==> src/sv/csv_field_splitter_unit_assert.svh <==
// Assertion helpers for the splitter RTL, included by the back end.
`ifndef CSV_FIELD_SPLITTER_UNIT_ASSERT_SVH
`define CSV_FIELD_SPLITTER_UNIT_ASSERT_SVH

// Property that must hold on every clock edge outside reset.
`define CSVFS_ASSERT(lbl, prop, msg) \
    lbl: assert property (@(posedge aclk) disable iff (!aresetn) (prop)) \
        else $error(msg);

// Antecedent this cycle implies consequent on the next edge.
`define CSVFS_ASSERT_NEXT(lbl, ante, cons, msg) \
    lbl: assert property (@(posedge aclk) disable iff (!aresetn) (ante) |=> (cons)) \
        else $error(msg);

`endif

==> src/sv/csvfs_pkg.sv <==
`default_nettype none

package csvfs_pkg;

    // parse mode of the back end
    typedef enum logic [2:0] {
        MODE_START    = 3'd0,
        MODE_UNQUOTED = 3'd1,
        MODE_QUOTED   = 3'd2,
        MODE_QSEEN    = 3'd3,
        MODE_DROP     = 3'd4
    } mode_t;

    typedef enum logic [1:0] {
        ERR_NONE       = 2'd0,
        ERR_LONE_QUOTE = 2'd1,
        ERR_BARE_QUOTE = 2'd2,
        ERR_JUNK_QUOTE = 2'd3
    } err_t;

    // register index, taken from paddr[2]
    typedef enum logic {
        REG_DELIM = 1'b0,
        REG_QUOTE = 1'b1
    } reg_idx_t;

    localparam int          APB_ADDR_W  = 3;
    localparam logic [7:0]  QUOTE_OFF   = 8'h00;
    localparam logic [7:0]  DELIM_RESET = 8'd44;
    localparam logic [7:0]  QUOTE_RESET = 8'd34;

    // classified input beat as held in the queue
    typedef struct packed {
        logic [7:0] data;
        logic       last;
        logic       is_quote;
        logic       is_delim;
    } beat_t;

endpackage

`default_nettype wire

==> src/sv/csvfs_front.sv <==
`default_nettype none

module csvfs_front (
    input  wire logic                             aclk,
    input  wire logic                             aresetn,
    input  wire logic                             psel,
    input  wire logic                             penable,
    input  wire logic                             pwrite,
    input  wire logic [csvfs_pkg::APB_ADDR_W-1:0] paddr,
    input  wire logic [31:0]                      pwdata,
    output logic [31:0]                           prdata,
    output logic                                  pready,
    input  wire logic [7:0]                       in_data,
    input  wire logic                             in_last,
    output csvfs_pkg::beat_t                      beat
);
    import csvfs_pkg::*;

    logic [7:0] delim_reg;
    logic [7:0] quote_reg;
    reg_idx_t   reg_sel;
    logic       wr_en;

    assign pready  = 1'b1;
    assign reg_sel = reg_idx_t'(paddr[2]);
    assign wr_en   = psel && penable && pwrite && pready;

    always_ff @(posedge aclk) begin
        if (!aresetn) begin
            delim_reg <= DELIM_RESET;
            quote_reg <= QUOTE_RESET;
        end else if (wr_en) begin
            case (reg_sel)
                REG_DELIM: delim_reg <= pwdata[7:0];
                REG_QUOTE: quote_reg <= pwdata[7:0];
                default:   delim_reg <= delim_reg;
            endcase
        end
    end

    always_comb begin
        case (reg_sel)
            REG_DELIM: prdata = {24'b0, delim_reg};
            REG_QUOTE: prdata = {24'b0, quote_reg};
            default:   prdata = 32'b0;
        endcase
    end

    // classify against the current registers; quote 0 means quoting off
    always_comb begin
        beat.data     = in_data;
        beat.last     = in_last;
        beat.is_quote = (quote_reg != QUOTE_OFF) && (in_data == quote_reg);
        beat.is_delim = (in_data == delim_reg);
    end

endmodule

`default_nettype wire

==> src/sv/csvfs_queue.sv <==
`default_nettype none

module csvfs_queue #(
    parameter int DEPTH = 2
) (
    input  wire logic             aclk,
    input  wire logic             aresetn,
    input  wire logic             push_valid,
    output logic                  push_ready,
    input  wire csvfs_pkg::beat_t push_beat,
    output logic                  pop_valid,
    input  wire logic             pop_ready,
    output csvfs_pkg::beat_t      pop_beat
);
    import csvfs_pkg::*;

    localparam int PTR_W = (DEPTH > 1) ? $clog2(DEPTH) : 1;
    localparam int CNT_W = $clog2(DEPTH + 1);

    beat_t             mem_reg [DEPTH];
    logic [PTR_W-1:0]  wr_ptr_reg, wr_ptr_next;
    logic [PTR_W-1:0]  rd_ptr_reg, rd_ptr_next;
    logic [CNT_W-1:0]  count_reg, count_next;
    logic              push, pop;

    assign push_ready = (count_reg != CNT_W'(DEPTH));
    assign pop_valid  = (count_reg != '0);
    assign push       = push_valid && push_ready;
    assign pop        = pop_valid && pop_ready;
    assign pop_beat   = mem_reg[rd_ptr_reg];

    always_comb begin
        wr_ptr_next = wr_ptr_reg;
        rd_ptr_next = rd_ptr_reg;
        count_next  = count_reg;
        if (push) begin
            wr_ptr_next = (wr_ptr_reg == PTR_W'(DEPTH - 1)) ? '0 : wr_ptr_reg + 1'b1;
        end
        if (pop) begin
            rd_ptr_next = (rd_ptr_reg == PTR_W'(DEPTH - 1)) ? '0 : rd_ptr_reg + 1'b1;
        end
        if (push && !pop) begin
            count_next = count_reg + 1'b1;
        end else if (pop && !push) begin
            count_next = count_reg - 1'b1;
        end
    end

    always_ff @(posedge aclk) begin
        if (!aresetn) begin
            wr_ptr_reg <= '0;
            rd_ptr_reg <= '0;
            count_reg  <= '0;
        end else begin
            wr_ptr_reg <= wr_ptr_next;
            rd_ptr_reg <= rd_ptr_next;
            count_reg  <= count_next;
        end
    end

    always_ff @(posedge aclk) begin
        if (push) begin
            mem_reg[wr_ptr_reg] <= push_beat;
        end
    end

endmodule

`default_nettype wire

==> src/sv/csvfs_back.sv <==
`default_nettype none

module csvfs_back (
    input  wire logic              aclk,
    input  wire logic              aresetn,
    input  wire logic              in_valid,
    output logic                   in_ready,
    input  wire csvfs_pkg::beat_t  in_beat,
    output logic                   out_valid,
    input  wire logic              out_ready,
    output logic [7:0]             out_byte,
    output logic                   byte_valid,
    output logic                   field_end,
    output logic                   record_end,
    output csvfs_pkg::err_t        error_code
);
    import csvfs_pkg::*;

    mode_t      mode_reg, mode_next;
    logic       out_valid_reg;
    logic [7:0] obyte_reg, obyte_next;
    logic       valid_reg, valid_next;
    logic       fend_reg, fend_next;
    logic       rend_reg;
    err_t       err_reg, err_next;
    logic       pop;

    // output slot frees when empty or being taken
    assign in_ready = !out_valid_reg || out_ready;
    assign pop      = in_valid && in_ready;

    always_comb begin
        mode_next  = mode_reg;
        obyte_next = 8'h00;
        valid_next = 1'b0;
        fend_next  = 1'b0;
        err_next   = ERR_NONE;
        case (mode_reg)
            MODE_UNQUOTED: begin
                if (in_beat.is_delim) begin
                    fend_next = 1'b1;
                    mode_next = MODE_START;
                end else if (in_beat.is_quote) begin
                    err_next  = ERR_BARE_QUOTE;
                    mode_next = MODE_DROP;
                end else begin
                    obyte_next = in_beat.data;
                    valid_next = 1'b1;
                    mode_next  = MODE_UNQUOTED;
                end
            end
            MODE_QUOTED: begin
                if (in_beat.is_quote) begin
                    mode_next = MODE_QSEEN;
                end else begin
                    obyte_next = in_beat.data;
                    valid_next = 1'b1;
                    mode_next  = MODE_QUOTED;
                end
            end
            MODE_QSEEN: begin
                if (in_beat.is_delim) begin
                    fend_next = 1'b1;
                    mode_next = MODE_START;
                end else if (in_beat.is_quote) begin
                    // doubled quote
                    obyte_next = in_beat.data;
                    valid_next = 1'b1;
                    mode_next  = MODE_QUOTED;
                end else begin
                    err_next  = ERR_JUNK_QUOTE;
                    mode_next = MODE_DROP;
                end
            end
            MODE_DROP: begin
                mode_next = MODE_DROP;
            end
            default: begin
                // field start
                if (in_beat.is_quote) begin
                    if (in_beat.last) begin
                        err_next = ERR_LONE_QUOTE;
                    end
                    mode_next = MODE_QUOTED;
                end else if (in_beat.is_delim) begin
                    fend_next = 1'b1;
                    mode_next = MODE_START;
                end else begin
                    obyte_next = in_beat.data;
                    valid_next = 1'b1;
                    mode_next  = MODE_UNQUOTED;
                end
            end
        endcase

        if (in_beat.last) begin
            if (err_next == ERR_NONE && mode_next != MODE_START && mode_next != MODE_DROP) begin
                fend_next = 1'b1;
            end
            mode_next = MODE_START;
        end
        if (err_next != ERR_NONE) begin
            fend_next  = 1'b0;
            valid_next = 1'b0;
            obyte_next = 8'h00;
        end
    end

    always_ff @(posedge aclk) begin
        if (!aresetn) begin
            mode_reg      <= MODE_START;
            out_valid_reg <= 1'b0;
        end else begin
            if (pop) begin
                mode_reg <= mode_next;
            end
            if (in_ready) begin
                out_valid_reg <= in_valid;
            end
        end
    end

    always_ff @(posedge aclk) begin
        if (pop) begin
            obyte_reg <= obyte_next;
            valid_reg <= valid_next;
            fend_reg  <= fend_next;
            rend_reg  <= in_beat.last;
            err_reg   <= err_next;
        end
    end

    assign out_valid  = out_valid_reg;
    assign out_byte   = obyte_reg;
    assign byte_valid = valid_reg;
    assign field_end  = fend_reg;
    assign record_end = rend_reg;
    assign error_code = err_reg;

`include "csv_field_splitter_unit_assert.svh"

    `CSVFS_ASSERT(a_err_no_content,
        !out_valid_reg || err_reg == ERR_NONE || (!valid_reg && !fend_reg),
        "error beat carries content or field end")
    `CSVFS_ASSERT(a_idle_byte_zero,
        !out_valid_reg || valid_reg || obyte_reg == 8'h00,
        "out_byte not zero without byte_valid")
    `CSVFS_ASSERT_NEXT(a_record_resets_mode,
        pop && in_beat.last, mode_reg == MODE_START,
        "mode not back at field start after record end")
    `CSVFS_ASSERT_NEXT(a_drop_silent,
        pop && mode_reg == MODE_DROP, !valid_reg && !fend_reg && err_reg == ERR_NONE,
        "dropped byte produced output")

endmodule

`default_nettype wire

==> src/sv/csv_field_splitter_unit.sv <==
// CSV field splitter: one record byte in per beat, one result beat out per byte.
// Input stream s_*: tdata[7:0] is the record byte, tlast flags the record's last byte.
// Result stream m_*: tdata[7:0] unescaped content byte (zero when none), tdata[8]
//   field end; tuser[0] content byte present, tuser[2:1] error code
//   (0 ok, 1 lone opening quote, 2 quote in unquoted field, 3 junk after quote);
//   tlast marks the record's last beat.
// APB port: delimiter at byte address 0 (reset comma), quote at 4 (reset double
//   quote, zero turns quoting off). Only paddr[2] decodes. Write while idle.
// Throughput: one beat per cycle, sustained; the parse mode update is combinational
//   logic in the back end, so nothing stalls the stream but the sink.
// Path: an accepted beat passes the queue memory and the back end output register to m_*.
// The front end classifies and pushes into a small queue; the back end parses
//   and owns the output register, so each side stalls independently.
// Reset (aresetn low, synchronous): queue empties, m_tvalid drops, parse mode
//   returns to field start, registers return to comma and double quote.
// If the sink holds m_tready low, the result holds; the queue absorbs up to
//   QUEUE_DEPTH more beats before s_tready falls.
`default_nettype none

module csv_field_splitter_unit #(
    parameter int QUEUE_DEPTH = 2
) (
    input  wire logic                             aclk,
    input  wire logic                             aresetn,
    // config
    input  wire logic                             psel,
    input  wire logic                             penable,
    input  wire logic                             pwrite,
    input  wire logic [csvfs_pkg::APB_ADDR_W-1:0] paddr,
    input  wire logic [31:0]                      pwdata,
    output logic [31:0]                           prdata,
    output logic                                  pready,
    // input stream
    input  wire logic                             s_tvalid,
    output logic                                  s_tready,
    input  wire logic [7:0]                       s_tdata,   // [7:0] data_byte
    input  wire logic                             s_tlast,   // last_in_record
    // result stream
    output logic                                  m_tvalid,
    input  wire logic                             m_tready,
    output logic [15:0]                           m_tdata,   // [7:0] out_byte, [8] field_end
    output logic [2:0]                            m_tuser,   // [0] byte_valid, [2:1] error_code
    output logic                                  m_tlast    // record_end
);
    import csvfs_pkg::*;

    beat_t      front_beat;
    beat_t      queue_beat;
    logic       queue_valid;
    logic       queue_ready;
    logic [7:0] res_byte;
    logic       res_byte_valid;
    logic       res_field_end;
    err_t       res_err;

    // front: config registers and byte classification
    csvfs_front u_front (
        .aclk    (aclk),
        .aresetn (aresetn),
        .psel    (psel),
        .penable (penable),
        .pwrite  (pwrite),
        .paddr   (paddr),
        .pwdata  (pwdata),
        .prdata  (prdata),
        .pready  (pready),
        .in_data (s_tdata),
        .in_last (s_tlast),
        .beat    (front_beat)
    );

    // decoupling queue between classifier and parser
    csvfs_queue #(
        .DEPTH (QUEUE_DEPTH)
    ) u_queue (
        .aclk       (aclk),
        .aresetn    (aresetn),
        .push_valid (s_tvalid),
        .push_ready (s_tready),
        .push_beat  (front_beat),
        .pop_valid  (queue_valid),
        .pop_ready  (queue_ready),
        .pop_beat   (queue_beat)
    );

    // back: parse mode and registered result
    csvfs_back u_back (
        .aclk       (aclk),
        .aresetn    (aresetn),
        .in_valid   (queue_valid),
        .in_ready   (queue_ready),
        .in_beat    (queue_beat),
        .out_valid  (m_tvalid),
        .out_ready  (m_tready),
        .out_byte   (res_byte),
        .byte_valid (res_byte_valid),
        .field_end  (res_field_end),
        .record_end (m_tlast),
        .error_code (res_err)
    );

    assign m_tdata = {7'b0, res_field_end, res_byte};
    assign m_tuser = {res_err, res_byte_valid};

endmodule

`default_nettype wire
==> config.mk <==
export PLATFORM = sky130hd
export DESIGN_NAME = csv_field_splitter_unit
export DESIGN_NICKNAME = d
export VERILOG_FILES = /design/src/sv/csvfs_pkg.sv /design/src/sv/csvfs_front.sv /design/src/sv/csvfs_queue.sv /design/src/sv/csvfs_back.sv /design/src/sv/csv_field_splitter_unit.sv
export VERILOG_INCLUDE_DIRS = /design/src /design/src/sv
export SDC_FILE = /design/constraint.sdc
export NUM_CORES = 1
export LEC_CHECK = 0
export ABC_AREA = 1
export BUFFER_PORTS_ARGS = -buffer_cell sky130_fd_sc_hd__clkbuf_2
export CELL_PAD_IN_SITES_DETAIL_PLACEMENT = 1
export CELL_PAD_IN_SITES_GLOBAL_PLACEMENT = 1
export CORE_MARGIN = 1.5
export CORE_UTILIZATION = 39
export DETAILED_ROUTE_END_ITERATION = 10
export PLACE_DENSITY_LB_ADDON = 0.1
export SYNTH_ARGS = -nofsm -noshare
export SYNTH_HDL_FRONTEND = slang
export SYNTH_SLANG_ARGS = --single-unit
==> constraint.sdc <==
create_clock -name aclk -period 3.42 [get_ports aclk]
set_input_delay 0.513 -clock aclk [delete_from_list [all_inputs] [get_ports aclk]]
set_output_delay 0.513 -clock aclk [all_outputs]
set_load 0.02 [all_outputs]
==> results.json <==
{
  "status": "complete, no violations",
  "p_leak_uw": 0.00149,
  "yosysTopAreaCellShare_pct": 36.4,
  "switchingPower_uw": 897,
  "htreeDepth": 3,
  "max_slew_margin_pct": 30.2,
  "via_per_inst": 4.48,
  "pre_cts_ws_ps": 1370,
  "clock_latency_ps": 330,
  "clk_pin_slew_worst_paths_ps": 60,
  "setup_slack_ps": 1420,
  "synth_common_cells": "nand2_1, buf_4, edfxtp_1",
  "grt_pass1_vias": 2042,
  "clk_path_buf_depth": 2,
  "dr.first_iter.drc_count": 49,
  "gp_congestion": 0.740,
  "drc_errors": 0,
  "synth_ff_type": "edfxtp_1",
  "synthMuxAreaShare_pct": 0,
  "ys_ff_latch": 60,
  "dieArea_um2": 7920,
  "num_vias": 2137,
  "grt_max_degree": 21,
  "dieWidth_um": 89.0,
  "rsz0062_at_grt": "false",
  "synthAdderAreaFrac_pct": 0.434,
  "clock_sinks": 60,
  "seq_power_share_pct": 41.2,
  "cts_root_buf": "clkbuf_8",
  "layout.nets": 425,
  "seq_area_frac_synth_pct": 53.8,
  "swShare_pct": 35.8,
  "antenna_found_initial": 0,
  "synth_compound_area_share_pct": 8.85,
  "start_util_pct": 40.0,
  "coreArea_um2": 7210,
  "hold_class": "in2reg",
  "powerDensity_nw_per_um2": 760,
  "cp.buffers_inverters": 3,
  "synth_edf_count": 35,
  "fin_crit_sh_pct": 58.4,
  "yosysTopAreaCell": "edfxtp_1",
  "grt_pass1_wl_um": 9650,
  "synth_most_common_cell": "nand2_1",
  "ctsHoldBuffers": 0,
  "cts_resized": 0,
  "path_delay_family": "buffers and inverters",
  "start_kind": "input pin",
  "drive_gt1_share_pct": 18.8,
  "endpoint_kind": "output pin",
  "synthCells": 321,
  "dp_hpwl_um": 4500,
  "post-cts-setup-buffer-count": 0,
  "grt_usage_pct": 16.5,
  "yosysWarnings": 0,
  "utilization_pct": 45.7,
  "avgSynthCellArea_um2": 8.98,
  "wl_per_cell_um": 12.7,
  "nFillCells": 913,
  "grt_overflow": 0,
  "cts_buffers": 9,
  "crit_type": "in2out",
  "synth_xor_area_share_pct": 4.56,
  "arrival_ps": 1480,
  "yosys.area_share.simple_pct": 18.6,
  "synth_area_leaders": "edfxtp_1, dfxtp_1, buf_4, nand2_1, nor2_1",
  "ir_worst_vdd_mv": 0.289,
  "drv_slew": 0,
  "p_comb_share_pct": 32.1,
  "synth.distinct_cells": 28,
  "synth_top_family_by_area": "simple AND/OR/NAND/NOR gates",
  "cpMostUsedCell": "clkbuf_2",
  "die_y_um": 89.0,
  "synthArstFlopShare_pct": 0,
  "largest_reg_flops": 22,
  "cap_violations": 0,
  "ios": 106,
  "worst_path_max_delay_cell": "inv_1",
  "cp_data_required_time_ps": 2910,
  "cts_tree": "built",
  "clock_skew_ps": 3.16,
  "pwr-share-clk_pct": 26.7,
  "hold_viol": 0,
  "tightest_slew_ps": 1040,
  "critPathMaxFanout": 13,
  "final-setup-viol-count": 0,
  "finalCriticalPeriod_ps": 2000,
  "wl_um": 6080,
  "num_rows": 31,
  "cp_cell_sequence": "clkbuf_2 > inv_1 > nand2_1 > o21ai_0 > clkbuf_2",
  "p_int_uw": 1610,
  "syn_area_um2": 2880,
  "max_freq_mhz": 501,
  "ant_nets": 0,
  "setup_tns_ps": 0,
  "antenna_cells": 0,
  "port_buffers": 47,
  "slowest_delay_ps": 350,
  "firstDrtPassIters": 4,
  "syn_to_final_growth_pct": 14.4
}
==> power by group through the flow <==
stage / registers (uW) / clock network [uW] / logic, uW
2_1_floorplan: 1140 / 0 / 525
3_3_place_gp: 1040 / 0 / 797
3_5_place_dp: 1050 / 0 / 815
4_1_cts: 1030 / 687 / 817
5_1_grt: 1050 / 711 / 907
6_report: 1030 / 669 / 804
==> layout make-up <==
| type | count | area [um^2] | share of cell area [%] |
|---|---|---|---|
| clock inverter | 7 | 81.3 | 2.47 |
| inverter | 28 | 105 | 3.19 |
| timing repair buffer | 50 | 258 | 7.81 |
| tap | 99 | 124 | 3.76 |
| multi-input combinational | 224 | 1050 | 32.0 |
| sequential | 60 | 1550 | 47.0 |
| clock buffer | 9 | 124 | 3.76 |
==> cells by family after synthesis <==
| group | after synthesis |
|---|---|
| other | 2 |
| xor gates and xnor gates | 15 |
| and+or+nand+nor | 127 |
| adders and majority gates | 1 |
| buffers and inverters | 67 |
| DFF | 60 |
| AOI/OAI and AO/OA | 49 |
==> cell usage in the layout (no fill, tap or decap), types with 4 or more instances in the layout <==
cell type  netlist  routed
conb_1           2      32
dfxtp_1         25      25
clkbuf_2         0      47
inv_1           26      26
o21ai_0         24      24
clkbuf_8         0       9
clkinv_1         1       4
xnor2_1         13      13
nand2_1         70      70
nor2_1          33      33
edfxtp_1        35      35
nand3_1         12      12
a21oi_1         22      22
==> through the flow <==
stage	hold slack [ps]	std cells	cell area (um^2)	total power [uW]
6_report	379	477	3300	2510
5_1_grt	371	477	3300	2670
4_1_cts	368	477	3300	2540
3_5_place_dp	451	461	3090	1870
3_3_place_gp	440	461	3090	1840
2_1_floorplan	426	351	3000	1660
==> metal layers <==
metal  routed length, um  GRT usage (%)  up-vias
li1                    -              -     1088
met1                2960           20.5      980
met2                2790           26.9       63
met3                 251           4.71        6
met4                  78           7.13        0
met5                   0              0        -
==> path summary, 6_finish.rpt <==
kind | startpoint | slack [ps] | end | depth (start not counted)
worst max-delay path | paddr[2] | 1420 | prdata[1] | 5
worst min-delay path | s_tlast | 380 | u_queue.mem_reg[1][2] | 1
worst max register to register | flip-flop | 1540 | u_back.out_byte[2] | 8
worst min register to register | u_queue.rd_ptr_reg | 460 | u_queue.rd_ptr_reg | 1
Note: power is estimated with default switching activity, not from simulation.
